$ cat config.mk
export PLATFORM = sky130hd
export DESIGN_NAME = windowed_state_histogram_profiler
export DESIGN_NICKNAME = d
export VERILOG_FILES = /design/src/rtl/wshp_pkg.sv /design/src/rtl/wshp_ram.sv /design/src/rtl/wshp_div.sv /design/src/rtl/windowed_state_histogram_profiler.sv
export VERILOG_INCLUDE_DIRS = /design/src /design/src/rtl
export SDC_FILE = /design/constraint.sdc
export NUM_CORES = 2
export LEC_CHECK = 0
export ABC_AREA = 0
export BUFFER_PORTS_ARGS = -buffer_cell sky130_fd_sc_hd__clkbuf_2
export CORE_MARGIN = 2
export CORE_UTILIZATION = 55
export CTS_CLUSTER_SIZE = 25
export DETAILED_ROUTE_END_ITERATION = 16
export PLACE_DENSITY = 0.82
export SETUP_SLACK_MARGIN = 0.3
export SYNTH_ARGS = -nofsm -noshare
export SYNTH_HDL_FRONTEND = slang
export SYNTH_SLANG_ARGS = --single-unit
$ cat constraint.sdc
create_clock -name clk -period 11.9 [get_ports clk]
set_input_delay 1.19 -clock clk [delete_from_list [all_inputs] [get_ports clk]]
set_output_delay 1.19 -clock clk [all_outputs]
set_load 0.01 [all_outputs]
$ cat src/rtl/windowed_state_histogram_profiler_defines.svh
// ---------------------------------------------------------------------------
// Histogram profiler assertion macros
// Shared check macros for the profiler RTL; empty when SYNTHESIS is set.
// ---------------------------------------------------------------------------
`ifndef WINDOWED_STATE_HISTOGRAM_PROFILER_DEFINES_SVH
`define WINDOWED_STATE_HISTOGRAM_PROFILER_DEFINES_SVH

`ifndef SYNTHESIS

// Property that must hold at every clock edge out of reset
`define WSHP_ASSERT(lbl, prop) \
	lbl: assert property (@(posedge clk) disable iff (!arst_n) prop) \
		else $error("profiler check failed");

// Condition that must never be seen out of reset
`define WSHP_ASSERT_NEVER(lbl, cond) \
	lbl: assert property (@(posedge clk) disable iff (!arst_n) !(cond)) \
		else $error("profiler forbidden condition seen");

`else

`define WSHP_ASSERT(lbl, prop)
`define WSHP_ASSERT_NEVER(lbl, cond)

`endif

`endif

$ cat src/rtl/wshp_pkg.sv
// ---------------------------------------------------------------------------
// Histogram profiler package
// Field widths, item and register codes, state and result types.
// ---------------------------------------------------------------------------
`default_nettype none

package wshp_pkg;

	// Default sizing
	localparam int DEF_MAX_OPERATORS = 64;
	localparam int DEF_COUNT_WIDTH   = 32;

	// Fixed field widths
	localparam int MODE_W  = 2;
	localparam int ID_W    = 6;
	localparam int OPC_W   = 7;
	localparam int FLIP_W  = 24;
	localparam int QUOT_W  = 7;
	localparam int REG_IDX_W = 1;

	// Item codes
	localparam logic [MODE_W-1:0] MODE_RECORD = 2'd0;
	localparam logic [MODE_W-1:0] MODE_TICK   = 2'd1;
	localparam logic [MODE_W-1:0] MODE_QUERY  = 2'd2;

	// Register indexes
	localparam logic [REG_IDX_W-1:0] REG_OPERATOR_COUNT = 1'b0;
	localparam logic [REG_IDX_W-1:0] REG_FLIP_TICKS     = 1'b1;

	// Register reset values
	localparam logic [OPC_W-1:0]  RST_OPERATOR_COUNT = 7'd64;
	localparam logic [FLIP_W-1:0] RST_FLIP_TICKS     = 24'd1000;

	// Full share in percent
	localparam logic [QUOT_W-1:0] PERCENT_FULL = 7'd100;

	typedef enum logic [2:0] {
		ST_IDLE,
		ST_REC_RD,
		ST_REC_WR,
		ST_SUM,
		ST_DIV,
		ST_OUT
	} wshp_state_t;

	// Divider result towards the controller
	typedef struct packed {
		logic              done;
		logic [QUOT_W-1:0] quotient;
	} wshp_div_res_t;

endpackage

`default_nettype wire

$ cat src/rtl/wshp_ram.sv
// ---------------------------------------------------------------------------
// Generic single-port-write RAM
// One write port, one read port, read data registered.
// ---------------------------------------------------------------------------
`default_nettype none

module wshp_ram #(
	parameter int WIDTH = 32,
	parameter int DEPTH = 65,
	localparam int AW = (DEPTH > 1) ? $clog2(DEPTH) : 1
) (
	input  wire logic             clk,
	input  wire logic             wr_en,
	input  wire logic [AW-1:0]    wr_addr,
	input  wire logic [WIDTH-1:0] wr_data,
	input  wire logic [AW-1:0]    rd_addr,
	output logic      [WIDTH-1:0] rd_data
);

	logic [WIDTH-1:0] mem_q [DEPTH];
	logic [WIDTH-1:0] rd_data_q;

	// Write and registered read
	always_ff @(posedge clk) begin
		if (wr_en) begin
			mem_q[wr_addr] <= wr_data;
		end
		rd_data_q <= mem_q[rd_addr];
	end

	assign rd_data = rd_data_q;

endmodule

`default_nettype wire

$ cat src/rtl/wshp_div.sv
// ---------------------------------------------------------------------------
// Histogram profiler share divider
// Scales a bin by 100 with shift-adds, then divides by the operator sum
// one quotient bit per cycle (restoring division).
// ---------------------------------------------------------------------------
`default_nettype none

module wshp_div #(
	parameter int COUNT_WIDTH = 32,
	parameter int SUM_W       = 38
) (
	input  wire logic                   clk,
	input  wire logic                   arst_n,
	input  wire logic                   start,
	input  wire logic [COUNT_WIDTH-1:0] bin,
	input  wire logic [SUM_W-1:0]       sum,
	output wshp_pkg::wshp_div_res_t     res
);

	import wshp_pkg::*;

	localparam int DIV_W  = SUM_W + QUOT_W;
	localparam int STEP_W = $clog2(QUOT_W + 1);

	logic              busy_q;
	logic              done_q;
	logic [STEP_W-1:0] step_q;
	logic [DIV_W-1:0]  rem_q;
	logic [DIV_W-1:0]  dvs_q;
	logic [DIV_W-1:0]  bin_ext_q;
	logic [QUOT_W-1:0] quot_q;
	logic [DIV_W-1:0]  bin_ext;

	assign bin_ext = DIV_W'(bin);

	// Sequence control: step 0 finishes the scaling, then one step per bit
	always_ff @(posedge clk or negedge arst_n) begin
		if (!arst_n) begin
			busy_q <= 1'b0;
			done_q <= 1'b0;
			step_q <= '0;
		end else begin
			done_q <= 1'b0;
			if (start) begin
				busy_q <= 1'b1;
				step_q <= '0;
			end else if (busy_q) begin
				step_q <= step_q + STEP_W'(1);
				if (step_q == STEP_W'(QUOT_W)) begin
					busy_q <= 1'b0;
					done_q <= 1'b1;
				end
			end
		end
	end

	// Datapath: 100 = 64 + 32 + 4, divisor walks down from sum << 6
	always_ff @(posedge clk) begin
		if (start) begin
			rem_q     <= (bin_ext << 2) + (bin_ext << 5);
			bin_ext_q <= bin_ext;
			dvs_q     <= DIV_W'(sum) << (QUOT_W - 1);
			quot_q    <= '0;
		end else if (busy_q) begin
			if (step_q == '0) begin
				rem_q <= rem_q + (bin_ext_q << 6);
			end else begin
				if (rem_q >= dvs_q) begin
					rem_q  <= rem_q - dvs_q;
					quot_q <= {quot_q[QUOT_W-2:0], 1'b1};
				end else begin
					quot_q <= {quot_q[QUOT_W-2:0], 1'b0};
				end
				dvs_q <= dvs_q >> 1;
			end
		end
	end

	assign res.done     = done_q;
	assign res.quotient = quot_q;

endmodule

`default_nettype wire

$ cat src/rtl/windowed_state_histogram_profiler.sv
// ---------------------------------------------------------------------------
// Windowed state histogram profiler.
// Input channel (in_valid / in_stall) carries one request per accept: mode
// record counts one sample into an operator bin or the system bin, mode
// tick advances the tick counter and clears every bin when it reaches
// flip_ticks, mode query returns one operator's share of all operator
// samples in whole percent. Only a query produces a result on the output
// channel (out_valid / out_stall), with status set for an index beyond the
// operator count in use. Configuration writes go over cfg_valid / cfg_ready
// and are taken at any time; cfg_ready is always high.
// Sequencing: a tick or a dropped record is done when it is accepted; a
// counted record reads its bin from memory, then writes it back. A query
// sums the bins of all operators in use, runs the bit-serial divider and
// then loads its result; an empty histogram or an out-of-range index skips
// the divider. One request is worked on at a time; in_stall is high while
// it runs. When the receiver stalls, a following query waits before its
// result is loaded.
// Reset clears all bins (by per-entry valid bits), the tick counter and the
// registers to their defaults.
// ---------------------------------------------------------------------------
`default_nettype none
`include "windowed_state_histogram_profiler_defines.svh"

module windowed_state_histogram_profiler #(
	parameter int MAX_OPERATORS = wshp_pkg::DEF_MAX_OPERATORS,
	parameter int COUNT_WIDTH   = wshp_pkg::DEF_COUNT_WIDTH
) (
	input  wire logic                           clk,
	input  wire logic                           arst_n,
	// configuration writes
	input  wire logic                           cfg_valid,
	output logic                                cfg_ready,
	input  wire logic [wshp_pkg::REG_IDX_W-1:0] cfg_index,
	input  wire logic [wshp_pkg::FLIP_W-1:0]    cfg_data,
	// request channel
	input  wire logic                           in_valid,
	output logic                                in_stall,
	input  wire logic [wshp_pkg::MODE_W-1:0]    mode,
	input  wire logic [wshp_pkg::ID_W-1:0]      operator_id,
	input  wire logic                           in_system,
	input  wire logic [wshp_pkg::ID_W-1:0]      query_index,
	// result channel
	output logic                                out_valid,
	input  wire logic                           out_stall,
	output logic [wshp_pkg::QUOT_W-1:0]         cost_percent,
	output logic                                status
);

	import wshp_pkg::*;

	localparam int NBINS   = MAX_OPERATORS + 1;
	localparam int IDX_W   = $clog2(NBINS);
	localparam int SUM_W   = COUNT_WIDTH + $clog2(MAX_OPERATORS);
	localparam int N_CAP_I = (MAX_OPERATORS > (2 ** OPC_W - 1)) ? (2 ** OPC_W - 1)
		: MAX_OPERATORS;
	localparam logic [OPC_W-1:0] N_CAP   = OPC_W'(N_CAP_I);
	localparam logic [IDX_W-1:0] SYS_IDX = IDX_W'(MAX_OPERATORS);

	wshp_state_t state_q, state_nxt;

	logic [OPC_W-1:0]       op_count_q;
	logic [FLIP_W-1:0]      flip_ticks_q;
	logic [FLIP_W-1:0]      tick_q;
	logic [NBINS-1:0]       valid_q;
	logic [OPC_W-1:0]       n_use;
	logic                   accept;
	logic                   rec_hit;
	logic [IDX_W-1:0]       rec_idx;
	logic [IDX_W-1:0]       rec_idx_q;
	logic [ID_W-1:0]        query_q;
	logic                   q_oor;
	logic [OPC_W-1:0]       cnt_q;
	logic [OPC_W-1:0]       cnt_s1;
	logic                   pend_s1;
	logic [SUM_W-1:0]       sum_q;
	logic [COUNT_WIDTH-1:0] bin_q;
	logic [COUNT_WIDTH-1:0] rd_data;
	logic [COUNT_WIDTH-1:0] entry;
	logic [COUNT_WIDTH-1:0] cur_bin;
	logic [IDX_W-1:0]       rd_addr;
	logic                   wr_en;
	logic [COUNT_WIDTH-1:0] wr_data;
	logic [FLIP_W-1:0]      tick_nxt;
	logic [FLIP_W-1:0]      tick_limit;
	logic                   tick_flip;
	logic                   div_start;
	wshp_div_res_t          div_res;
	logic                   out_load;
	logic                   out_valid_q;
	logic [QUOT_W-1:0]      cost_q;
	logic                   status_q;
	logic [QUOT_W-1:0]      cost_nxt;

	// Clamp the operator count to 1..MAX_OPERATORS (at most 127)
	always_comb begin
		if (op_count_q == '0) begin
			n_use = OPC_W'(1);
		end else if (op_count_q > N_CAP) begin
			n_use = N_CAP;
		end else begin
			n_use = op_count_q;
		end
	end

	assign accept    = in_valid && !in_stall;
	assign cfg_ready = 1'b1;

	// Record target: system bin wins, unknown operators are dropped
	assign rec_hit = in_system || ({1'b0, operator_id} < n_use);
	assign rec_idx = in_system ? SYS_IDX : IDX_W'(operator_id);
	assign q_oor   = ({1'b0, query_q} >= n_use);

	// Tick counter and window flip
	assign tick_nxt   = tick_q + FLIP_W'(1);
	assign tick_limit = (flip_ticks_q == '0) ? FLIP_W'(1) : flip_ticks_q;
	assign tick_flip  = accept && (mode == MODE_TICK) && (tick_nxt >= tick_limit);

	// Configuration registers
	always_ff @(posedge clk or negedge arst_n) begin
		if (!arst_n) begin
			op_count_q   <= RST_OPERATOR_COUNT;
			flip_ticks_q <= RST_FLIP_TICKS;
		end else if (cfg_valid && cfg_ready) begin
			case (cfg_index)
				REG_OPERATOR_COUNT: op_count_q   <= cfg_data[OPC_W-1:0];
				REG_FLIP_TICKS:     flip_ticks_q <= cfg_data;
				default: ;
			endcase
		end
	end

	// State register
	always_ff @(posedge clk or negedge arst_n) begin
		if (!arst_n) begin
			state_q <= ST_IDLE;
		end else begin
			state_q <= state_nxt;
		end
	end

	// Next state and control
	always_comb begin
		state_nxt = state_q;
		in_stall  = (state_q != ST_IDLE);
		div_start = 1'b0;
		out_load  = 1'b0;
		case (state_q)
			ST_IDLE: begin
				// idle never stalls, so a valid request is taken here
				if (in_valid) begin
					case (mode)
						MODE_RECORD: begin
							if (rec_hit) begin
								state_nxt = ST_REC_RD;
							end
						end
						MODE_QUERY: state_nxt = ST_SUM;
						default: ;
					endcase
				end
			end
			ST_REC_RD: state_nxt = ST_REC_WR;
			ST_REC_WR: state_nxt = ST_IDLE;
			ST_SUM: begin
				if ((cnt_q == n_use) && !pend_s1) begin
					if (q_oor || (sum_q == '0)) begin
						state_nxt = ST_OUT;
					end else begin
						div_start = 1'b1;
						state_nxt = ST_DIV;
					end
				end
			end
			ST_DIV: begin
				if (div_res.done) begin
					state_nxt = ST_OUT;
				end
			end
			ST_OUT: begin
				if (!out_valid_q || !out_stall) begin
					out_load  = 1'b1;
					state_nxt = ST_IDLE;
				end
			end
			default: state_nxt = ST_IDLE;
		endcase
	end

	// Tick counter and bin valid bits
	always_ff @(posedge clk or negedge arst_n) begin
		if (!arst_n) begin
			tick_q  <= '0;
			valid_q <= '0;
		end else begin
			if (accept && (mode == MODE_TICK)) begin
				tick_q <= tick_flip ? '0 : tick_nxt;
			end
			if (tick_flip) begin
				valid_q <= '0;
			end else if (wr_en) begin
				valid_q[rec_idx_q] <= 1'b1;
			end
		end
	end

	// Sweep control
	always_ff @(posedge clk or negedge arst_n) begin
		if (!arst_n) begin
			cnt_q   <= '0;
			pend_s1 <= 1'b0;
		end else if (state_q == ST_SUM) begin
			pend_s1 <= (cnt_q < n_use);
			if (cnt_q < n_use) begin
				cnt_q <= cnt_q + OPC_W'(1);
			end
		end else begin
			cnt_q   <= '0;
			pend_s1 <= 1'b0;
		end
	end

	// Request fields, running sum and queried bin
	always_ff @(posedge clk) begin
		if (accept) begin
			rec_idx_q <= rec_idx;
			query_q   <= query_index;
			sum_q     <= '0;
			bin_q     <= '0;
		end else if (state_q == ST_SUM) begin
			cnt_s1 <= cnt_q;
			if (pend_s1) begin
				sum_q <= sum_q + SUM_W'(entry);
				if (cnt_s1 == {1'b0, query_q}) begin
					bin_q <= entry;
				end
			end
		end
	end

	// Bin memory access; an entry not yet written since the last clear reads 0
	assign rd_addr = (state_q == ST_SUM) ? IDX_W'(cnt_q) : rec_idx_q;
	assign entry   = valid_q[IDX_W'(cnt_s1)] ? rd_data : '0;
	assign cur_bin = valid_q[rec_idx_q] ? rd_data : '0;
	assign wr_en   = (state_q == ST_REC_WR) && (cur_bin != '1);
	assign wr_data = cur_bin + COUNT_WIDTH'(1);

	wshp_ram #(
		.WIDTH (COUNT_WIDTH),
		.DEPTH (NBINS)
	) u_bins (
		.clk     (clk),
		.wr_en   (wr_en),
		.wr_addr (rec_idx_q),
		.wr_data (wr_data),
		.rd_addr (rd_addr),
		.rd_data (rd_data)
	);

	wshp_div #(
		.COUNT_WIDTH (COUNT_WIDTH),
		.SUM_W       (SUM_W)
	) u_div (
		.clk    (clk),
		.arst_n (arst_n),
		.start  (div_start),
		.bin    (bin_q),
		.sum    (sum_q),
		.res    (div_res)
	);

	// Share in percent, capped, zero for empty or out-of-range queries
	always_comb begin
		if (q_oor || (sum_q == '0)) begin
			cost_nxt = '0;
		end else if (div_res.quotient > PERCENT_FULL) begin
			cost_nxt = PERCENT_FULL;
		end else begin
			cost_nxt = div_res.quotient;
		end
	end

	// Output register: hold while stalled, drop once taken
	always_ff @(posedge clk or negedge arst_n) begin
		if (!arst_n) begin
			out_valid_q <= 1'b0;
		end else if (out_load) begin
			out_valid_q <= 1'b1;
		end else if (out_valid_q && !out_stall) begin
			out_valid_q <= 1'b0;
		end
	end

	always_ff @(posedge clk) begin
		if (out_load) begin
			cost_q   <= cost_nxt;
			status_q <= q_oor;
		end
	end

	assign out_valid    = out_valid_q;
	assign cost_percent = cost_q;
	assign status       = status_q;

	// Checks
	`WSHP_ASSERT(a_cost_in_range, out_valid |-> (cost_percent <= PERCENT_FULL))
	`WSHP_ASSERT(a_oor_zero, (out_valid && status) |-> (cost_percent == '0))
	`WSHP_ASSERT(a_flip_clears, tick_flip |=> (valid_q == '0))
	`WSHP_ASSERT_NEVER(a_sweep_bound, (state_q == ST_SUM) && (cnt_q > n_use))

endmodule

`default_nettype wire
==> reports/results.md <==
| Stage | Quantity | Reported |
|---|---|---|
| timing | Endpoints failing setup | 0 |
| hold path | HP Class | in2async |
| final layout | Fraction of layout instances using a drive strength above 1 | 18.5% |
| run status | Run status | finished with violations |
| clock network | Cells resized by post-CTS repair | 0 |
| clock network | Clock transition at the registers of the reported paths | 60 ps |
| routing | Vias after detailed routing | 63,200 |
| synth | Unique cell type count in the Yosys netlist | 80 |
| critical path | Path depth of the worst reg2reg path | 17 |
| die | Die H | 441 µm |
| grt | Global-route wire length before repair | 424,000 µm |
| final layout | Signed area change from the synthesized netlist to the final layout | 11.0% |
| run status | Violated checks | max-capacitance violations, max-slew violations |
| grt | Maximum number of pins on one net before global-route repair | 140 |
| placed design | Cell area after placement | 109,000 µm² |
| routing | Detailed-route wire length | 295,000 µm |
| grt | Antenna violations before repair | 14 |
| routing | Number of routed nets with antenna violations | 0 |
| synth | Number of synthesis warnings | 0 |
| timing | Number of slew-limit violations in the final report | 4 |
| clock network | Root Driver | clkbuf_16 |
| critical path | Required time at the worst-slack endpoint | 12,380 ps |
| critical path | Crit path launch type | flip-flop |
| timing | Final total negative setup slack | 0 ps |
| clock network | CTS Buf Count | 230 |
| die | Cell row count | 160 |
| timing | Relative slew margins | -4.74% |
| die | Die area | 195,000 µm² |
| job | Max-capacitance violation count | 2 |
| synth | Post-synth top flop | edfxtp_1 |
| synth | Yosys top cell area share | 63.5% |
| die | Starting Density | 55.3% |
| timing | Final critical-path required period | 7700 ps |
| timing | Final clock period utilization by the worst path | 64.7% |
| synth | Most frequent cell after synthesis | edfxtp_1 |
| synth | Cell types occupying the most area after synthesis | edfxtp_1 64%, mux4_2 12%, dfrtp_1 3.1% |
| pwr | Peak supply drop | 190 µV |
| timing | Worst setup skew after layout | 105 ps |
| routing | DRC violation count after routing | 0 |
| final layout | Post-layout nets | 6,638 |
| critical path | Maximum fanout count along the critical path | 35 |
| routing | Pre-Repair DR Iteration Count | 10 |
| critical path | Critical path endpoint category | flip-flop |
| routing | Via density per instance | 6.92 |
| timing | Final Hold Viols | 0 |
| timing | Highest Clock Rate | 0.130 GHz |
| synth | Post-Synthesis Mean Instance Area | 16.5 µm² |
| clock network | Clock Path Buffers | 3 |
| synth | Share of synthesized area occupied by flip-flops and latches | 69.0% |
| synth | Number of enable flip-flop cells after synthesis | 2,223 |
| clock network | Total setup buffers inserted after CTS | 0 |
| synth | FF+latch count, synth | 2,475 |
| synth | Async set-reset flop share out of synthesis | 5.54% |
| clock network | CTS Hold Buffers Added | 0 |
| placed design | Routability Congestion | 1.07 |
| pwr | Power per cell area | 216 nW/µm² |
| synth | Commonest cells post-synth | 2,223 x edfxtp_1, 593 x nand2_1, 542 x mux4_2 |
| clock network | Total clock sinks | 2,475 |
| placed design | Hpwl dp | 165,000 µm |
| die | Horiz. Die Dim | 441 µm |
| grt | Final global-route overflow total | 0 |
| timing | Unrepaired setup endpoints after global routing | false |
| routing | Detailed router's first-iteration violation count | 9,687 |
| synth | Mapped Cells | 6,363 |
| clock network | Htree depth | 4 |
| critical path | Type of the worst setup path | reg2reg |
| grt | Global-route usage over all layers | 30.1% |
| final layout | Final instance area | 117,000 µm² |
| synth | Net Count, Synth | 6,597 |
| timing | Measured slew at the worst slew-check pin | 1550 ps |
| die | Total core area | 190,000 µm² |
| synth | Area of the mapped netlist | 105,000 µm² |
| clock network | Worst-skew pair later-pin latency | 940 ps |
| synth | Cell type with the highest aggregate area in the netlist | edfxtp_1 |
| clock network | TritonCTS clock tree | yes |
| critical path | Crit path DAT | 8180 ps |
| pwr | Static leakage | 0.0391 µW |
| routing | Routed WL per cell | 32.3 µm |
| grt | Vias in the first global route | 61,900 |
| die | Top-Level Pins | 56 |
| placed design | Port Buf Inserts | 54 |
==> registers in the layout (all words and copies together), names as in the netlist, 3 cells and up <==
register,cells
op_count_q,7
u_bins.rd_data,32
sum_q,38
u_div.rem_q,45
valid_q,65
query_q,6
u_div.dvs_q,44
flip_ticks_q,24
state_q,3
cnt_q,7
rec_idx_q,7
u_div.bin_ext_q,32
bin_q,32
u_bins.mem_q,2080
cnt_s1,7
tick_q,24
cost_percent,7
u_div.step_q,3
u_div.quot_q,7
==> kinds of logic after synthesis <==
| logic type | synth area share (%) |
|---|---|
| other cells | 0.00357 |
| mux | 12.1 |
| simple gates | 6.09 |
| buf+inv | 1.89 |
| flops | 69.0 |
| compound gates | 7.20 |
| fa+ha+maj | 2.28 |
| xor+xnor | 1.47 |
==> critical path: stages (launching register included) <==
cell and delay [ps]:
edfxtp_1 970, clkinv_1 630, a31o_2 390, a21oi_1 160, o311ai_0 140, o211ai_1 250, a311oi_1 170, a21oi_4 140
buf_4 700, nor2b_1 240, ha_4 260, nand3_1 80, nor2_1 100, nand2_1 160, or3_1 300, o31a_2 540
nand2_1 840, nor2_4 1140
==> power by group <==
group	total [µW]	internal [µW]	switching (µW)
Clock	7740	4310	3430
Combinational	6740	2330	4410
Sequential	10700	10300	401
Total	25200	16900	8250
==> per-layer routing <==
layer / track usage [%] / vias to the layer above / share of wire [%]
met2: 47.6 / 5005 / 47
li1: - / 25400 / -
met5: 0.367 / - / 0.047
met3: 8.43 / 1022 / 12
met1: 37.9 / 31700 / 34
met4: 16.5 / 14 / 6.7
==> final timing paths <==
check	slack [ps]	startpoint	endpoint
setup / recovery	4200	rec_idx_q[2]	u_bins.mem_q[14][6]
hold / removal	300	arst_n	tick_q[15]
setup reg to reg	4200	rec_idx_q[2]	u_bins.mem_q[14][6]
hold reg to reg	470	u_div.dvs_q[0]	u_div.dvs_q[0]
max in group asynchronous	10080	arst_n	valid_q[28]
min in group clk	470	u_div.dvs_q[0]	u_div.dvs_q[0]
==> cell type report <==
type | count | area [µm²]
repair buffers | 145 | 1080
clock inverters | 162 | 1950
clock buffers | 274 | 5950
inverters | 124 | 470
fillers | 12600 | 73300
well taps | 2511 | 3140
diodes | 9 | 22.5
flip-flops and latches | 2475 | 72500
multi-input cells | 3428 | 31500
==> stage by stage <==
stage	total power (µW)	util (%)	hold WS, ps	worst slack, ps	std cells
2_1_floorplan	15000	-	431	5980	6363
3_3_place_gp	17000	57.2	439	4680	8683
3_5_place_dp	17300	57.2	450	4620	8683
4_1_cts	25000	61.4	288	4470	9119
5_1_grt	25800	61.4	326	3880	9119
6_report	25200	61.4	295	4200	9128
==> cells in the final DEF (no fill, tap or decap), types with 115 or more instances in the layout <==
master	n
inv_1	120
ha_1	184
a211oi_1	177
dfxtp_1	115
a21oi_1	194
a311oi_1	134
nor2_1	167
o21ai_0	202
nand2_1	591
mux4_2	542
edfxtp_1	2223
dfrtp_1	130
clkbuf_16	230
and2_1	148
Power figures use the tool's default switching activity.
